`src/sv/dva_pkg.sv`:
```
// ----------------------------------------------------------------------------
// dva_pkg
// Shared types, constants and the control program of the drum voice
// allocator: voice-state widths, codes, control-word layout and microcode.
// ----------------------------------------------------------------------------
package dva_pkg;

	// Voice pool size and the widths that follow from it.
	localparam int VOICES = 4;
	localparam int PTR_W  = (VOICES > 1) ? $clog2(VOICES) : 1;
	localparam int CNT_W  = $clog2(VOICES + 1);
	localparam int AGE_W  = ((VOICES > 1) ? $clog2(VOICES) : 0) + 1;

	// Fixed field widths.
	localparam int NOTE_W   = 4;
	localparam int SLOT_W   = 5;
	localparam int AMP_W    = 17;
	localparam int GAIN_W   = 16;
	localparam int POLE_W   = 15;
	localparam int MASK_W   = 4;
	localparam int INDEX_W  = 2;
	localparam int COUNT_W  = 3;

	localparam logic [SLOT_W-1:0] NO_NOTE  = 5'd31;
	localparam logic [GAIN_W-1:0] GAIN_ONE = 16'd32768;

	// Filter pole: floor((32735232 - 600*gain + 500) / 1000).
	// The division is a multiply by ceil(2^35 / 1000), exact for numerators below 2^25.
	localparam int NUM_W    = 25;
	localparam int MUL_W    = 26;
	localparam int PROD_W   = NUM_W + MUL_W;
	localparam int RECIP_SH = 35;
	localparam logic [MUL_W-1:0] POLE_BIAS = 26'd32735732;
	localparam logic [MUL_W-1:0] POLE_MUL  = 26'd600;
	localparam logic [MUL_W-1:0] RECIP     = 26'd34359739;

	typedef logic [VOICES-1:0] vmask_t;
	typedef logic [MASK_W-1:0] omask_t;

	// Input opcode values.
	localparam logic OPC_NOTE = 1'b0;
	localparam logic OPC_TICK = 1'b1;

	typedef enum logic [1:0] {
		ACT_NONE   = 2'd0,
		ACT_RETRIG = 2'd1,
		ACT_LOAD   = 2'd2
	} action_t;

	// Datapath operation of one control word.
	typedef enum logic [2:0] {
		DP_NOP,
		DP_REAP,
		DP_RETRIG,
		DP_LOADF,
		DP_STEAL,
		DP_POLE1,
		DP_POLE2
	} dp_op_t;

	// Voice pointer operation of one control word.
	typedef enum logic [1:0] {
		PTR_HOLD,
		PTR_CLR,
		PTR_INC
	} ptr_op_t;

	// Jump condition of one control word.
	typedef enum logic [3:0] {
		C_NEVER,
		C_ALWAYS,
		C_WAIT,
		C_TICK,
		C_NEG,
		C_HIT,
		C_MORE,
		C_FULL,
		C_FREE,
		C_OLD,
		C_OUT_BUSY
	} cond_t;

	localparam int STEP_W = 5;
	typedef logic [STEP_W-1:0] step_t;

	// Program addresses.
	localparam step_t S_DONE   = 5'd0;
	localparam step_t S_IDLE   = 5'd1;
	localparam step_t S_DISP   = 5'd2;
	localparam step_t S_NEG    = 5'd3;
	localparam step_t S_HIT    = 5'd4;
	localparam step_t S_HITN   = 5'd5;
	localparam step_t S_FULL   = 5'd6;
	localparam step_t S_FREE   = 5'd7;
	localparam step_t S_FREEN  = 5'd8;
	localparam step_t S_OLDC   = 5'd9;
	localparam step_t S_OLD    = 5'd10;
	localparam step_t S_OLDN   = 5'd11;
	localparam step_t S_OLDZ   = 5'd12;
	localparam step_t S_STEAL  = 5'd13;
	localparam step_t S_RETRIG = 5'd14;
	localparam step_t S_LOADF  = 5'd15;
	localparam step_t S_POLE1  = 5'd16;
	localparam step_t S_POLE2  = 5'd17;
	localparam step_t S_REAP   = 5'd18;
	localparam step_t S_RDONE  = 5'd19;

	typedef struct packed {
		dp_op_t  dp_op;
		ptr_op_t ptr_op;
		cond_t   cond;
		step_t   target;
	} ctrl_t;

	// Flags the datapath reports to the sequencer.
	typedef struct packed {
		logic tick;
		logic neg;
		logic hit;
		logic more;
		logic full;
		logic free;
		logic old;
	} status_t;

	// Control store: a jump is taken when the condition holds, else the next step runs.
	function automatic ctrl_t prog_word(input step_t s);
		ctrl_t w;
		w = '{dp_op: DP_NOP, ptr_op: PTR_HOLD, cond: C_NEVER, target: S_IDLE};
		case (s)
			S_DONE:   w = '{DP_NOP,    PTR_CLR,  C_OUT_BUSY, S_DONE};
			S_IDLE:   w = '{DP_NOP,    PTR_CLR,  C_WAIT,     S_IDLE};
			S_DISP:   w = '{DP_NOP,    PTR_HOLD, C_TICK,     S_REAP};
			S_NEG:    w = '{DP_NOP,    PTR_HOLD, C_NEG,      S_DONE};
			S_HIT:    w = '{DP_NOP,    PTR_HOLD, C_HIT,      S_RETRIG};
			S_HITN:   w = '{DP_NOP,    PTR_INC,  C_MORE,     S_HIT};
			S_FULL:   w = '{DP_NOP,    PTR_CLR,  C_FULL,     S_OLD};
			S_FREE:   w = '{DP_NOP,    PTR_HOLD, C_FREE,     S_LOADF};
			S_FREEN:  w = '{DP_NOP,    PTR_INC,  C_MORE,     S_FREE};
			S_OLDC:   w = '{DP_NOP,    PTR_CLR,  C_NEVER,    S_IDLE};
			S_OLD:    w = '{DP_NOP,    PTR_HOLD, C_OLD,      S_STEAL};
			S_OLDN:   w = '{DP_NOP,    PTR_INC,  C_MORE,     S_OLD};
			S_OLDZ:   w = '{DP_NOP,    PTR_CLR,  C_NEVER,    S_IDLE};
			S_STEAL:  w = '{DP_STEAL,  PTR_HOLD, C_ALWAYS,   S_POLE1};
			S_RETRIG: w = '{DP_RETRIG, PTR_HOLD, C_ALWAYS,   S_POLE1};
			S_LOADF:  w = '{DP_LOADF,  PTR_HOLD, C_NEVER,    S_IDLE};
			S_POLE1:  w = '{DP_POLE1,  PTR_HOLD, C_NEVER,    S_IDLE};
			S_POLE2:  w = '{DP_POLE2,  PTR_HOLD, C_ALWAYS,   S_DONE};
			S_REAP:   w = '{DP_REAP,   PTR_INC,  C_MORE,     S_REAP};
			S_RDONE:  w = '{DP_NOP,    PTR_HOLD, C_ALWAYS,   S_DONE};
			default:  w = '{DP_NOP,    PTR_CLR,  C_ALWAYS,   S_IDLE};
		endcase
		return w;
	endfunction

endpackage

```
`src/sv/dva_sequencer.sv`:
```
// ----------------------------------------------------------------------------
// dva_sequencer
// Step counter and control store. Each step issues one control word and
// either jumps on its condition or moves to the next address.
// ----------------------------------------------------------------------------
module dva_sequencer (
	input  logic             clk,
	input  logic             arst_n,
	input  logic             start,
	input  logic             out_busy,
	input  dva_pkg::status_t status,
	output dva_pkg::ctrl_t   ctrl,
	output logic             idle,
	output logic             deliver
);

	dva_pkg::step_t step_q;
	logic           take;

	// Current control word.
	assign ctrl = dva_pkg::prog_word(step_q);

	// Condition select.
	always_comb begin
		case (ctrl.cond)
			dva_pkg::C_NEVER:    take = 1'b0;
			dva_pkg::C_ALWAYS:   take = 1'b1;
			dva_pkg::C_WAIT:     take = !start;
			dva_pkg::C_TICK:     take = status.tick;
			dva_pkg::C_NEG:      take = status.neg;
			dva_pkg::C_HIT:      take = status.hit;
			dva_pkg::C_MORE:     take = status.more;
			dva_pkg::C_FULL:     take = status.full;
			dva_pkg::C_FREE:     take = status.free;
			dva_pkg::C_OLD:      take = status.old;
			dva_pkg::C_OUT_BUSY: take = out_busy;
			default:             take = 1'b0;
		endcase
	end

	assign idle    = (step_q == dva_pkg::S_IDLE);
	assign deliver = (step_q == dva_pkg::S_DONE) && !out_busy;

	// Step counter.
	always_ff @(posedge clk or negedge arst_n) begin
		if (!arst_n) begin
			step_q <= dva_pkg::S_IDLE;
		end else if (take) begin
			step_q <= ctrl.target;
		end else begin
			step_q <= step_q + dva_pkg::STEP_W'(1);
		end
	end

endmodule

```
`src/sv/dva_datapath.sv`:
```
// ----------------------------------------------------------------------------
// dva_datapath
// Voice table, sounding count, voice pointer and filter-pole arithmetic,
// driven one control word per cycle by the sequencer.
// ----------------------------------------------------------------------------
module dva_datapath (
	input  logic                           clk,
	input  logic                           arst_n,
	input  dva_pkg::ctrl_t                 ctrl,
	input  logic                           load,
	input  logic                           opcode,
	input  logic [dva_pkg::NOTE_W-1:0]     note_number,
	input  logic signed [dva_pkg::AMP_W-1:0] amplitude,
	input  logic [dva_pkg::MASK_W-1:0]     finished_mask,
	output dva_pkg::status_t               status,
	output logic [dva_pkg::INDEX_W-1:0]    voice_index,
	output dva_pkg::action_t               action,
	output logic [dva_pkg::GAIN_W-1:0]     voice_gain,
	output logic [dva_pkg::POLE_W-1:0]     filter_pole,
	output logic [dva_pkg::MASK_W-1:0]     active_mask,
	output logic [dva_pkg::COUNT_W-1:0]    voices_sounding
);

	// Word held for the duration of the program.
	logic                          opc_q;
	logic [dva_pkg::NOTE_W-1:0]    note_q;
	logic [dva_pkg::GAIN_W-1:0]    gain_q;
	logic                          neg_q;
	logic [dva_pkg::MASK_W-1:0]    fin_q;

	// Voice state.
	logic signed [dva_pkg::AGE_W-1:0] age_q [dva_pkg::VOICES];
	logic [dva_pkg::SLOT_W-1:0]       slot_q [dva_pkg::VOICES];
	logic [dva_pkg::CNT_W-1:0]        count_q;
	logic [dva_pkg::PTR_W-1:0]        ptr_q;
	dva_pkg::action_t                 action_q;
	logic [dva_pkg::PTR_W-1:0]        vsel_q;

	// Pole arithmetic.
	logic [dva_pkg::NUM_W-1:0]  num_q;
	logic [dva_pkg::POLE_W-1:0] pole_q;
	logic [dva_pkg::MUL_W-1:0]  prod600;
	logic [dva_pkg::NUM_W-1:0]  num_d;
	logic [dva_pkg::PROD_W-1:0] prod;

	logic [dva_pkg::GAIN_W-1:0]       gain_d;
	logic signed [dva_pkg::AGE_W-1:0] age_p;
	logic [dva_pkg::AGE_W-1:0]        cnt_age;
	dva_pkg::vmask_t                  fin_ext;
	dva_pkg::vmask_t                  sound_vec;
	dva_pkg::vmask_t                  gap_dec;
	logic                             reap;

	// Amplitude above one is clamped to one.
	assign gain_d = (amplitude[dva_pkg::GAIN_W-1:0] > dva_pkg::GAIN_ONE) ?
		dva_pkg::GAIN_ONE : amplitude[dva_pkg::GAIN_W-1:0];

	// Latch the word on acceptance.
	always_ff @(posedge clk) begin
		if (load) begin
			opc_q  <= opcode;
			note_q <= note_number;
			gain_q <= gain_d;
			neg_q  <= amplitude[dva_pkg::AMP_W-1];
			fin_q  <= finished_mask;
		end
	end

	// Flags of the voice under the pointer.
	always_comb begin
		age_p     = age_q[ptr_q];
		cnt_age   = dva_pkg::AGE_W'(count_q);
		fin_ext   = dva_pkg::vmask_t'({{dva_pkg::VOICES{1'b0}}, fin_q});
		for (int j = 0; j < dva_pkg::VOICES; j++) begin
			sound_vec[j] = !age_q[j][dva_pkg::AGE_W-1];
			gap_dec[j]   = (age_q[j] > age_p);
		end
		reap = !age_p[dva_pkg::AGE_W-1] && fin_ext[ptr_q];
	end

	assign status.tick = (opc_q == dva_pkg::OPC_TICK);
	assign status.neg  = neg_q;
	assign status.hit  = (slot_q[ptr_q] == {1'b0, note_q});
	assign status.more = (ptr_q != dva_pkg::PTR_W'(dva_pkg::VOICES - 1));
	assign status.full = (count_q >= dva_pkg::CNT_W'(dva_pkg::VOICES));
	assign status.free = age_p[dva_pkg::AGE_W-1];
	assign status.old  = (age_p == '0);

	// Pole: numerator in one step, reciprocal multiply in the next.
	assign prod600 = dva_pkg::MUL_W'(gain_q) * dva_pkg::POLE_MUL;
	assign num_d   = dva_pkg::NUM_W'(dva_pkg::POLE_BIAS - prod600);
	assign prod    = dva_pkg::PROD_W'(num_q) * dva_pkg::PROD_W'(dva_pkg::RECIP);

	always_ff @(posedge clk) begin
		case (ctrl.dp_op)
			dva_pkg::DP_POLE1: num_q  <= num_d;
			dva_pkg::DP_POLE2: pole_q <= prod[dva_pkg::RECIP_SH +: dva_pkg::POLE_W];
			default: ;
		endcase
	end

	// Voice table, count, pointer and per-word result registers.
	always_ff @(posedge clk or negedge arst_n) begin
		if (!arst_n) begin
			for (int j = 0; j < dva_pkg::VOICES; j++) begin
				age_q[j]  <= '1;
				slot_q[j] <= dva_pkg::NO_NOTE;
			end
			count_q  <= '0;
			ptr_q    <= '0;
			action_q <= dva_pkg::ACT_NONE;
			vsel_q   <= '0;
		end else begin
			case (ctrl.ptr_op)
				dva_pkg::PTR_CLR: ptr_q <= '0;
				dva_pkg::PTR_INC: ptr_q <= ptr_q + dva_pkg::PTR_W'(1);
				default: ;
			endcase
			if (load) begin
				action_q <= dva_pkg::ACT_NONE;
				vsel_q   <= '0;
			end
			case (ctrl.dp_op)
				// Reap a finished voice and close the age gap above it.
				dva_pkg::DP_REAP: begin
					if (reap) begin
						for (int j = 0; j < dva_pkg::VOICES; j++) begin
							if (dva_pkg::PTR_W'(j) == ptr_q) begin
								age_q[j] <= '1;
							end else if (gap_dec[j]) begin
								age_q[j] <= age_q[j] - dva_pkg::AGE_W'(1);
							end
						end
						if (count_q != '0) begin
							count_q <= count_q - dva_pkg::CNT_W'(1);
						end
					end
				end
				// Retrigger: an idle holder becomes the newest voice.
				dva_pkg::DP_RETRIG: begin
					if (age_p[dva_pkg::AGE_W-1]) begin
						age_q[ptr_q] <= cnt_age;
						count_q      <= count_q + dva_pkg::CNT_W'(1);
					end
					action_q <= dva_pkg::ACT_RETRIG;
					vsel_q   <= ptr_q;
				end
				// Load a free voice as the newest.
				dva_pkg::DP_LOADF: begin
					age_q[ptr_q]  <= cnt_age;
					slot_q[ptr_q] <= {1'b0, note_q};
					count_q       <= count_q + dva_pkg::CNT_W'(1);
					action_q      <= dva_pkg::ACT_LOAD;
					vsel_q        <= ptr_q;
				end
				// Steal the voice under the pointer and close the gap above it.
				dva_pkg::DP_STEAL: begin
					for (int j = 0; j < dva_pkg::VOICES; j++) begin
						if (dva_pkg::PTR_W'(j) == ptr_q) begin
							age_q[j] <= cnt_age - dva_pkg::AGE_W'(1);
						end else if (gap_dec[j]) begin
							age_q[j] <= age_q[j] - dva_pkg::AGE_W'(1);
						end
					end
					slot_q[ptr_q] <= {1'b0, note_q};
					action_q      <= dva_pkg::ACT_LOAD;
					vsel_q        <= ptr_q;
				end
				default: ;
			endcase
		end
	end

	// Result fields; gain and pole carry meaning only for a placed note.
	assign voice_index     = dva_pkg::INDEX_W'(vsel_q);
	assign action          = action_q;
	assign voice_gain      = (action_q != dva_pkg::ACT_NONE) ? gain_q : '0;
	assign filter_pole     = (action_q != dva_pkg::ACT_NONE) ? pole_q : '0;
	assign active_mask     = dva_pkg::omask_t'({{dva_pkg::MASK_W{1'b0}}, sound_vec});
	assign voices_sounding = dva_pkg::COUNT_W'(count_q);

endmodule

```
`src/sv/drum_voice_allocator_unit.sv`:
```
// ----------------------------------------------------------------------------
// drum_voice_allocator_unit
// Hands sample-player voices to drum notes by age and reaps finished voices.
// ----------------------------------------------------------------------------
// Usage: an input word (item_valid/item_stall) is either a note-on or a
// sample tick. Every accepted word yields exactly one result word
// (result_valid/result_stall). A note-on reports the voice, the action
// (retrigger or load), the clamped gain and the one-pole filter coefficient;
// a negative amplitude changes nothing and reports zeros. A tick reaps the
// voices flagged in finished_mask. Both report the sounding mask and count.
// A short microprogram visits one voice per step. A tick steps through every
// voice; a note-on is quickest for a negative amplitude and slowest when the
// oldest voice is stolen. One word is worked on at a time; item_stall is low
// only while the sequencer waits for work, so a word is taken only once the
// result of the last one is in the output register. The next word is taken
// while a result waits there; a held result only delays the following one.
// Reset clears every voice to idle with no note held and the count to zero;
// the first word is accepted right after reset.
// ----------------------------------------------------------------------------
module drum_voice_allocator_unit (
	input  logic                             clk,
	input  logic                             arst_n,
	input  logic                             item_valid,
	output logic                             item_stall,
	input  logic                             opcode,
	input  logic [dva_pkg::NOTE_W-1:0]       note_number,
	input  logic signed [dva_pkg::AMP_W-1:0] amplitude,
	input  logic [dva_pkg::MASK_W-1:0]       finished_mask,
	output logic                             result_valid,
	input  logic                             result_stall,
	output logic [dva_pkg::INDEX_W-1:0]      voice_index,
	output logic [1:0]                       action,
	output logic [dva_pkg::GAIN_W-1:0]       voice_gain,
	output logic [dva_pkg::POLE_W-1:0]       filter_pole,
	output logic [dva_pkg::MASK_W-1:0]       active_mask,
	output logic [dva_pkg::COUNT_W-1:0]      voices_sounding
);

	dva_pkg::ctrl_t   ctrl;
	dva_pkg::status_t status;
	logic             idle;
	logic             deliver;
	logic             accept;
	logic             out_busy;
	logic             result_valid_q;

	logic [dva_pkg::INDEX_W-1:0] dp_index;
	dva_pkg::action_t            dp_action;
	logic [dva_pkg::GAIN_W-1:0]  dp_gain;
	logic [dva_pkg::POLE_W-1:0]  dp_pole;
	logic [dva_pkg::MASK_W-1:0]  dp_mask;
	logic [dva_pkg::COUNT_W-1:0] dp_count;

	logic [dva_pkg::INDEX_W-1:0] index_q;
	logic [1:0]                  action_q;
	logic [dva_pkg::GAIN_W-1:0]  gain_q;
	logic [dva_pkg::POLE_W-1:0]  pole_q;
	logic [dva_pkg::MASK_W-1:0]  mask_q;
	logic [dva_pkg::COUNT_W-1:0] count_q;

	// Input handshake.
	assign item_stall = !idle;
	assign accept     = item_valid && idle;
	assign out_busy   = result_valid_q && result_stall;

	dva_sequencer u_seq (
		.clk      (clk),
		.arst_n   (arst_n),
		.start    (accept),
		.out_busy (out_busy),
		.status   (status),
		.ctrl     (ctrl),
		.idle     (idle),
		.deliver  (deliver)
	);

	dva_datapath u_dp (
		.clk             (clk),
		.arst_n          (arst_n),
		.ctrl            (ctrl),
		.load            (accept),
		.opcode          (opcode),
		.note_number     (note_number),
		.amplitude       (amplitude),
		.finished_mask   (finished_mask),
		.status          (status),
		.voice_index     (dp_index),
		.action          (dp_action),
		.voice_gain      (dp_gain),
		.filter_pole     (dp_pole),
		.active_mask     (dp_mask),
		.voices_sounding (dp_count)
	);

	// Output register valid flag.
	always_ff @(posedge clk or negedge arst_n) begin
		if (!arst_n) begin
			result_valid_q <= 1'b0;
		end else if (deliver) begin
			result_valid_q <= 1'b1;
		end else if (!result_stall) begin
			result_valid_q <= 1'b0;
		end
	end

	// Output register payload.
	always_ff @(posedge clk) begin
		if (deliver) begin
			index_q  <= dp_index;
			action_q <= dp_action;
			gain_q   <= dp_gain;
			pole_q   <= dp_pole;
			mask_q   <= dp_mask;
			count_q  <= dp_count;
		end
	end

	assign result_valid    = result_valid_q;
	assign voice_index     = index_q;
	assign action          = action_q;
	assign voice_gain      = gain_q;
	assign filter_pole     = pole_q;
	assign active_mask     = mask_q;
	assign voices_sounding = count_q;

endmodule

```
`config.mk`:
```
export PLATFORM = sky130hd
export DESIGN_NAME = drum_voice_allocator_unit
export DESIGN_NICKNAME = d
export VERILOG_FILES = /design/src/sv/dva_pkg.sv /design/src/sv/dva_sequencer.sv /design/src/sv/dva_datapath.sv /design/src/sv/drum_voice_allocator_unit.sv
export SDC_FILE = /design/constraint.sdc
export NUM_CORES = 1
export LEC_CHECK = 0
export BUFFER_PORTS_ARGS = -buffer_cell sky130_fd_sc_hd__buf_2
export CAP_MARGIN = 25
export CORE_ASPECT_RATIO = 0.8
export CORE_MARGIN = 1
export CORE_UTILIZATION = 50
export CTS_CLUSTER_SIZE = 10
export DETAILED_ROUTE_END_ITERATION = 8
export MAX_ROUTING_LAYER = met4
export PLACE_DENSITY = 0.71
export SETUP_SLACK_MARGIN = 0.3
export SLEW_MARGIN = 20
export SYNTH_ARGS = -nofsm -noshare
export SYNTH_HDL_FRONTEND = slang
export SYNTH_SLANG_ARGS = --single-unit
```
`constraint.sdc`:
```
create_clock -name clk -period 8.4 [get_ports clk]
set_clock_uncertainty 0.05 [all_clocks]
set_input_delay 1.26 -clock clk [delete_from_list [all_inputs] [get_ports clk]]
set_output_delay 1.26 -clock clk [all_outputs]
set_load 0.005 [all_outputs]
```
==> run_results.csv, run 1 <==
group,metric,value,unit
logic_synthesis,yosysWarnings,0,
logic_synthesis,synth_top_cell_by_area,"ha_1",
setup_path,rrSetupSlack,1.45,ns
logic_synthesis,synth.top_cell.area_share,22.59,%
floorplan,floorplan.initialDensity,50.89,%
sta,rsz0062_at_grt,"no",
setup_path,crit_family,"adder cells",
routing,drt-initial-drc-count,844,
cells_and_area,antennaDiodeCount,0,
clocking,clock_latency,0.44,ns
setup_path,cp_max_fo,8,
setup_path,worstSetupPathDepth,19,
global_routing,grt_use_met2,32.89,%
clocking,clock_sinks,152,
logic_synthesis,syn-num-nets,2296,
clocking,numCtsBuffers,17,
sta,final-setup-viol-count,0,
global_routing,grt_pass1_vias,12370,
floorplan,die_w,215.8,um
logic_synthesis,async_flop_share,30.92,%
floorplan,core_area,35920,um^2
logic_synthesis,synth_most_common_cell,"inv_1",
logic_synthesis,yosys_most_used_dff,"edfxtp_1",
logic_synthesis,avgSynthCellArea,10.55,um^2
setup_path,critPathBufInv,2,
sta,min_period,6.952,ns
logic_synthesis,ys_types,84,
global_routing,track_usage,22.71,%
setup_path,cp.arrival,7.08,ns
power,p_leak,9.725,nW
floorplan,ios,74,
routing,wl,38750,um
routing,drt-vias-per-instance,5.221,
setup_path,r2r-end,"u_dp.pole_q[12]",
routing,vias,12000,
power,power_density,360.8,nW/um^2
setup_path,cp-end-kind,"flop",
clocking,cts_tree,"yes",
routing,dr.pass1.iters,8,
clocking,clk_pin_slew_worst_paths,0.06,ns
routing,antenna_left,0,
routing,routedWlPerCell,16.86,um
sta,worst_pin_slew,0.8481,ns
logic_synthesis,syn_inst,1733,
logic_synthesis,synth-seq-area-share,23.91,%
cells_and_area,nFillCells,3092,
setup_path,critPathSlowestCell,"edfxtp_1",
setup_path,cp_cell_sequence,"fa_1 > fa_1 > fa_1 > fa_1 > fa_1 > inv_1 > fa_1 > fa_1 > inv_1 > ha_1 > a21oi_1 > o21ai_0 > a21o_1 > a311oi_1 > a21oi_1 > a211oi_2 > o21ai_1 > a21oi_1 > xnor2_1",
floorplan,dieHeight,173.0,um
min_path,hold_class,"flop to flop",
setup_path,cpMostUsedCell,"fa_1",
sta,period_share,82.77,%
clocking,clockBufferDepth,2,
logic_synthesis,netlist_top_cells_count,"406 x inv_1, 330 x ha_1, 203 x fa_1, 105 x edfxtp_1, 71 x nand2_1",
setup_path,max_stage_delay,0.57,ns
outcome,status,"finished, final reports clean",
setup_path,reg2regPathDepth,19,
power,ir_worst_vdd,277.5,uV
placed_design,place_area,19190,um^2
sta,finalSetupTns,0,ns
clocking,h-tree-depth,4,
logic_synthesis,ys_top_cells_by_area,"ha_1 23%, fa_1 22%, edfxtp_1 17%, inv_1 8.3%, dfstp_2 4.7%",
cells_and_area,drive_gt1_share,10.89,%
global_routing,antenna_found_initial,0,
global_routing,grt_use_met3,4.257,%
global_routing,grtUsageMet1,33.31,%
cells_and_area,final_nets,2369,
setup_path,cp-start-kind,"flop",
sta,final_max_slew_viol_count,0,
routing,drc_errors,0,
sta,max-slew-margin-rel,43.32,%
setup_path,critPathCapture,"u_dp.pole_q[12]",
cells_and_area,final_area,19780,um^2
clocking,post_cts_buffers,0,
placed_design,io_buffer_count,73,
logic_synthesis,ys_seq_elements,152,
logic_synthesis,syn-cell-area,18280,um^2
setup_path,path_class,"flop to flop",
setup_path,startpoint,"u_dp.num_q[19]",
clocking,postCtsResizedCells,0,
global_routing,grt_remaining_overflow,0,
clocking,holdBufCountCts,0,
logic_synthesis,synth-edff-count,105,
placed_design,finalWeightedCongestion,0.9810,
clocking,root_buffer,"clkbuf_16",
setup_path,reg2reg_from,"u_dp.num_q[19]",
floorplan,num_rows,62,
global_routing,grt_pass1_wl,64790,um
setup_path,worstPathRequired,8.53,ns
sta,hold_viol,0,
placed_design,dpl.hpwl,32530,um
cells_and_area,syn_to_final_growth,8.235,%
sta,fmax,143.8,MHz
global_routing,top_usage_layer,"met1",
run,maxCapViolations,0,
floorplan,design.die.area,37330,um^2
global_routing,grt_max_degree,43,
==> report_power, final <==
group	internal (mW)	total (mW)	switching [mW]
logic	2.19	5.06	2.87
registers	1.17	1.34	0.166
clock network	0.395	0.740	0.345
==> cells in the final DEF, fill, tap and decap left out, types with 33 or more instances in the layout <==
| cell type | Yosys | layout |
|---|---|---|
| nor2b_1 | 60 | 60 |
| a21oi_1 | 62 | 61 |
| dfstp_2 | 33 | 33 |
| fa_1 | 203 | 203 |
| edfxtp_1 | 105 | 105 |
| ha_1 | 330 | 330 |
| o21ai_0 | 37 | 37 |
| buf_2 | 8 | 73 |
| xnor2_1 | 40 | 40 |
| nor2_1 | 66 | 64 |
| nand2_1 | 71 | 71 |
| inv_1 | 406 | 406 |
==> through the flow <==
| step | total power [mW] | worst slack, ns | utilization [%] | hold slack [ns] | cells |
|---|---|---|---|---|---|
| after floorplan | 5.205 | 2.005 | - | 0.3748 | 1733 |
| after global placement | 6.181 | 1.518 | 53.38 | 0.3915 | 2264 |
| after detailed placement | 6.341 | 1.419 | 53.43 | 0.3981 | 2265 |
| after CTS | 7.138 | 1.457 | 55.02 | 0.4097 | 2297 |
| after global routing | 7.903 | 1.013 | 55.08 | 0.4239 | 2299 |
| final | 7.138 | 1.448 | 55.08 | 0.4172 | 2299 |
==> state kept, by name (all words and copies together) (netlist names), 3 cells and up <==
register	flops
active_mask	4
u_seq.step_q	5
u_dp.age_q	12
u_dp.fin_ext	4
u_dp.slot_q	20
voices_sounding	3
u_dp.note_q	4
u_dp.num_q	22
u_dp.pole_q	15
u_dp.gain_q	16
voice_gain	16
filter_pole	15
u_dp.voices_sounding	3
==> worst min-delay path by stage <==
stage                             start             end  slack, ns  cells after the start
CTS                 u_dp.voice_index[0]  voice_index[0]       0.41                      0
global placement    u_dp.voice_index[1]  voice_index[1]       0.39                      0
finish              u_dp.voice_index[0]  voice_index[0]       0.42                      0
floorplan           u_dp.voice_index[0]  voice_index[0]       0.37                      0
detailed placement  u_dp.voice_index[0]  voice_index[0]       0.40                      0
global route        u_dp.voice_index[0]  voice_index[0]       0.42                      0
==> kinds of logic after synthesis <==
| kind of cell | count (synthesis) | share of synthesized area [%] |
|---|---|---|
| fa+ha+maj | 533 | 44.82 |
| buf+inv | 431 | 8.946 |
| simple gates | 293 | 8.207 |
| compound gates | 229 | 8.584 |
| flops | 152 | 23.91 |
| xor+xnor | 64 | 3.067 |
| mux | 31 | 2.464 |
==> routing by layer <==
layer	vias up	wire length, um
li1	5867	-
met1	5807	19520
met3	24	2283
met5	-	0
met4	0	365
met2	305	16580
==> cell type report <==
class	count	area (um^2)	area share (%)
clock buffers	17	425.4	2.150
clock inverters	15	143.9	0.7273
inverters	406	1524	7.703
multi-input cells	1150	12290	62.12
flip-flops and latches	152	4370	22.09
well taps	480	600.6	3.036
repair buffers	79	430.4	2.176
(Power assumes the default switching activity.)
==> run 2, diff against run 1 <==
ABC_AREA = 1   (was not set)
clock period = 7.3 ns   (was 8.4 ns; I/O delays follow)
==> run_results.csv, run 2 <==
group,metric,value,unit
global_routing,grt_use_met3,5.806,%
setup_path,cp_cell_sequence,"fa_1 > inv_1 > fa_1 > fa_1 > inv_1 > fa_1 > fa_1 > inv_1 > fa_1 > fa_1 > inv_1 > ha_1 > a21oi_1 > o21ai_0 > a21oi_1 > nor2_1 > nor2_1 > nand2_1 > nand2_1 > nand2_1 > nand2_1 > nand2_1",
global_routing,grt_pass1_wl,85480,um
clocking,clockBufferDepth,2,
setup_path,worstPathRequired,7.45,ns
clocking,cts_tree,"yes",
global_routing,top_usage_layer,"met2",
cells_and_area,final_common_cell,"inv_1",
logic_synthesis,avgSynthCellArea,8.339,um^2
logic_synthesis,netlist_top_cells_count,"620 x inv_1, 417 x nand2_1, 330 x ha_1, 203 x fa_1, 195 x nor2_1",
logic_synthesis,synth-seq-area-share,21.74,%
routing,dr.pass1.iters,5,
logic_synthesis,synth_most_common_cell,"inv_1",
global_routing,grtUsageMet1,37.79,%
run,maxCapViolations,0,
global_routing,antenna_found_initial,1,
sta,final-setup-viol-count,0,
logic_synthesis,syn_inst,2411,
cells_and_area,layout_common_cells,"619 x inv_1, 417 x nand2_1, 330 x ha_1",
cells_and_area,largest-register,"u_dp.num_q",
clocking,post_cts_buffers,0,
routing,vias,15790,
sta,worst_pin_slew,0.8154,ns
routing,drc_errors,0,
floorplan,design.die.area,41020,um^2
cells_and_area,drive_gt1_share,7.711,%
min_path,hold_class,"flop to flop",
floorplan,core_area,39530,um^2
floorplan,die_w,226.2,um
clocking,h-tree-depth,4,
sta,rsz0062_at_grt,"no",
logic_synthesis,async_flop_share,30.92,%
logic_synthesis,ys_seq_elements,152,
setup_path,max_stage_delay,0.59,ns
setup_path,cp-end-kind,"flop",
setup_path,cp.arrival,6.36,ns
placed_design,finalWeightedCongestion,1.032,
cells_and_area,final_util,54.98,%
floorplan,floorplan.initialDensity,50.86,%
logic_synthesis,synth_top_cell_by_area,"ha_1",
setup_path,cp_max_fo,8,
sta,max-slew-margin-rel,45.58,%
outcome,status,"finished, final reports clean",
cells_and_area,syn_to_final_growth,8.097,%
global_routing,grt_remaining_overflow,0,
routing,routedWlPerCell,17.68,um
logic_synthesis,ys_types,50,
routing,drt-vias-per-instance,5.194,
placed_design,dpl.hpwl,45920,um
cells_and_area,top_regs,"u_dp.num_q: 22 flops, u_dp.slot_q: 20 flops",
cells_and_area,largest_register_ff_count,22,
routing,antenna_left,0,
sta,fmax,161.1,MHz
cells_and_area,final_nets,3053,
setup_path,cp-start-kind,"flop",
setup_path,cpMostUsedCell,"fa_1",
global_routing,track_usage,28.33,%
placed_design,io_buffer_count,73,
sta,hold_viol,0,
setup_path,critPathSlowestCell,"fa_1",
logic_synthesis,ys_top_cells_by_area,"ha_1 21%, fa_1 20%, edfxtp_1 16%, inv_1 12%, nand2_1 7.8%",
floorplan,dieHeight,181.4,um
global_routing,grt_use_met2,43.66,%
clocking,postCtsResizedCells,0,
logic_synthesis,syn-num-nets,2974,
logic_synthesis,yosys_most_used_dff,"edfxtp_1",
clocking,clock_sinks,152,
logic_synthesis,syn-cell-area,20100,um^2
clocking,root_buffer,"clkbuf_16",
clocking,numCtsBuffers,17,
global_routing,grt_pass1_vias,16200,
sta,min_period,6.207,ns
routing,wl,53760,um
logic_synthesis,synth.top_cell.area_share,20.54,%
routing,drt-initial-drc-count,1103,
sta,period_share,85.03,%
floorplan,num_rows,65,
logic_synthesis,synth-edff-count,105,
clocking,holdBufCountCts,0,
sta,final_max_slew_viol_count,0,
floorplan,ios,74,
setup_path,path_class,"flop to flop",
clocking,clk_pin_slew_worst_paths,0.08,ns
global_routing,grt_max_degree,48,
sta,finalSetupTns,0,ns
clocking,clock_latency,0.46,ns
logic_synthesis,yosysWarnings,0,
-- run 2: area by class of cell --
class,count,area [um^2]
Antenna cell,1,2.502
Clock buffer,17,425.4
Clock inverter,15,188.9
Fill cell,3709,17790
Inverter,626,2350
Multi-Input combinational cell,1611,13270
Sequential cell,152,4370
Tap cell,536,670.6
Timing Repair Buffer,82,450.4
-- run 2: critical path, delay by kind of cell, from the launching register on --
kind | cells | cell delay [ns]
AOI/OAI and AO/OA | 3 | 0.67
buffers and inverters | 4 | 0.22
and+or+nand+nor | 7 | 0.52
DFF | 1 | 0.56
adders and majority gates | 8 | 3.99
-- run 2: worst paths after layout --
check	from	to	slack [ns]	depth (start not counted)
hold / removal	u_dp.slot_q[4]	u_dp.slot_q[4]	0.39	2
min in group asynchronous	arst_n	u_dp.voices_sounding[0]	0.70	2
setup reg to reg	u_dp.num_q[22]	u_dp.pole_q[5]	1.09	22
hold reg to reg	u_dp.slot_q[4]	u_dp.slot_q[4]	0.39	2
max in group asynchronous	arst_n	u_seq.step_q[3]	6.05	2
setup / recovery	u_dp.num_q[22]	u_dp.pole_q[5]	1.09	22
-- run 2: routing by layer --
layer / wire, um / share of wire, %
met5: 0 / 0
met1: 24650 / 46
met2: 24050 / 45
met4: 1280 / 2.4
met3: 3770 / 7.0
-- run 2: through the flow --
stage / std cells / hold WS, ns / worst slack (ns) / area (um^2)
6_report: 3040 / 0.3919 / 1.093 / 21730
4_1_cts: 3038 / 0.3935 / 1.094 / 21700
3_5_place_dp: 3006 / 0.3818 / 1.101 / 21090
2_1_floorplan: 2411 / 0.3714 / 1.593 / 20100
3_3_place_gp: 3005 / 0.3788 / 1.161 / 21080
5_1_grt: 3040 / 0.4097 / 0.7788 / 21730
-- run 2: cells by family after synthesis --
group	Yosys count	share of synthesized area, %
simple gates	767	15.87
flops	152	21.74
xor+xnor	39	1.736
buf+inv	648	12.33
compound gates	272	7.574
fa+ha+maj	533	40.75
Power of run 2 is not shown: default switching activity piles up to over one toggle a cycle in this logic, so the estimate is an artifact.
==> run 3, diff against run 2 <==
CORE_ASPECT_RATIO = not set   (was 0.8)
==> run_results.csv, run 3 (synthesis results as in run 2) <==
group,metric,value,unit
cells_and_area,final_common_cell,"inv_1",
cells_and_area,final_nets,3050,
clocking,clock_sinks,152,
sta,hold_viol,0,
setup_path,cp-start-kind,"flop",
outcome,status,"finished, final reports clean",
cells_and_area,top_regs,"u_dp.num_q: 22 flops, u_dp.slot_q: 20 flops",
setup_path,crit_family,"adder cells",
cells_and_area,largest_register_ff_count,22,
clocking,cts_tree,"yes",
setup_path,cp_max_fo,8,
clocking,clockBufferDepth,2,
run,maxCapViolations,0,
setup_path,cp.arrival,6.41,ns
sta,finalSetupTns,0,ns
clocking,h-tree-depth,4,
setup_path,cp-end-kind,"flop",
clocking,post_cts_buffers,0,
routing,dr.pass1.iters,5,
cells_and_area,drive_gt1_share,7.600,%
setup_path,cp_cell_sequence,"fa_1 > inv_1 > fa_1 > fa_1 > inv_1 > fa_1 > fa_1 > inv_1 > fa_1 > fa_1 > inv_1 > ha_1 > nand2_1 > nor4_1 > nand4_1 > nand3_1 > xor2_1",
routing,antenna_left,0,
routing,vias,15720,
placed_design,finalWeightedCongestion,1.015,
sta,max-slew-margin-rel,36.37,%
floorplan,design.die.area,41010,um^2
floorplan,core_area,39730,um^2
setup_path,path_class,"flop to flop",
setup_path,max_stage_delay,0.58,ns
global_routing,grt_pass1_wl,82210,um
cells_and_area,nFillCells,3629,
clocking,numCtsBuffers,17,
floorplan,ios,74,
routing,drt-initial-drc-count,1105,
routing,wl,50760,um
sta,period_share,84.67,%
cells_and_area,antennaDiodeCount,0,
routing,drc_errors,0,
floorplan,num_rows,73,
sta,final_max_slew_viol_count,0,
clocking,clk_pin_slew_worst_paths,0.08,ns
setup_path,cpMostUsedCell,"fa_1",
global_routing,grt_pass1_vias,16040,
placed_design,io_buffer_count,73,
sta,fmax,161.8,MHz
clocking,root_buffer,"clkbuf_16",
setup_path,critPathSlowestCell,"fa_1",
floorplan,dieHeight,202.5,um
cells_and_area,layout_common_cells,"620 x inv_1, 417 x nand2_1, 330 x ha_1",
global_routing,track_usage,26.53,%
sta,final-setup-viol-count,0,
global_routing,antenna_found_initial,0,
cells_and_area,final_area,21640,um^2
clocking,holdBufCountCts,0,
min_path,hold_class,"flop to flop",
routing,routedWlPerCell,16.78,um
routing,drt-vias-per-instance,5.196,
clocking,postCtsResizedCells,0,
global_routing,grt_remaining_overflow,0,
clocking,clock_latency,0.45,ns
cells_and_area,largest-register,"u_dp.num_q",
sta,worst_pin_slew,0.9534,ns
setup_path,critPathBufInv,4,
sta,rsz0062_at_grt,"no",
placed_design,place_area,21060,um^2
global_routing,grt_max_degree,48,
setup_path,worstPathRequired,7.53,ns
floorplan,floorplan.initialDensity,50.60,%
floorplan,die_w,202.5,um
cells_and_area,syn_to_final_growth,7.630,%
sta,min_period,6.181,ns
placed_design,dpl.hpwl,43150,um
-- run 3: changes by cell type in the layout (fill, tap and decap cells not counted), moves of 2 or more --
cell	previous run	this run
clkinv_4	1	4
buf_4	8	5
clkinv_2	0	2
clkinv_8	6	0
-- run 3: final cells by class --
class	instances	area, um^2	area share [%]
multi-input cells	1611	13280	61.36
clock buffers	17	425.4	1.966
repair buffers	79	417.9	1.931
flip-flops and latches	152	4370	20.20
inverters	626	2350	10.86
well taps	525	656.9	3.036
clock inverters	15	141.4	0.6534
-- run 3: final timing paths --
| path | start | end | slack [ns] | depth (start not counted) |
|---|---|---|---|---|
| setup / recovery | u_dp.num_q[22] | u_dp.pole_q[7] | 1.12 | 17 |
| hold / removal | u_dp.slot_q[19] | u_dp.slot_q[19] | 0.39 | 2 |
| setup reg to reg | u_dp.num_q[22] | u_dp.pole_q[7] | 1.12 | 17 |
| hold reg to reg | u_dp.slot_q[19] | u_dp.slot_q[19] | 0.39 | 2 |
| max in group asynchronous | arst_n | u_seq.step_q[1] | 6.06 | 2 |
| min in group asynchronous | arst_n | result_valid | 0.70 | 2 |
-- run 3: stage by stage --
stage | instances | hold slack (ns) | utilization, % | worst slack, ns
floorplan | 2411 | 0.3714 | - | 1.593
global placement | 2991 | 0.3789 | 52.98 | 1.157
detailed placement | 2992 | 0.3822 | 53.00 | 1.113
CTS | 3024 | 0.3930 | 54.42 | 1.093
global route | 3025 | 0.4018 | 54.46 | 0.7721
finish | 3025 | 0.3921 | 54.46 | 1.119
-- run 3: worst reg2reg max path: stages (launching register included) --
cell      delay (ns)
edfxtp_1        0.55
fa_1            0.58
inv_1           0.06
fa_1            0.50
fa_1            0.50
inv_1           0.05
fa_1            0.51
fa_1            0.57
inv_1           0.06
fa_1            0.50
fa_1            0.54
inv_1           0.04
ha_1            0.30
nand2_1         0.14
nor4_1          0.48
nand4_1         0.22
nand3_1         0.16
xor2_1          0.20
-- run 3: metal layers --
layer | up-vias | GRT usage [%] | wire [um]
met5 | - | - | 0
met4 | 0 | 8.217 | 1340
met3 | 77 | 4.446 | 3198
met2 | 442 | 42.94 | 23800
met1 | 7531 | 34.03 | 22420
li1 | 7668 | - | -
Power of run 3 is left out for the same reason.
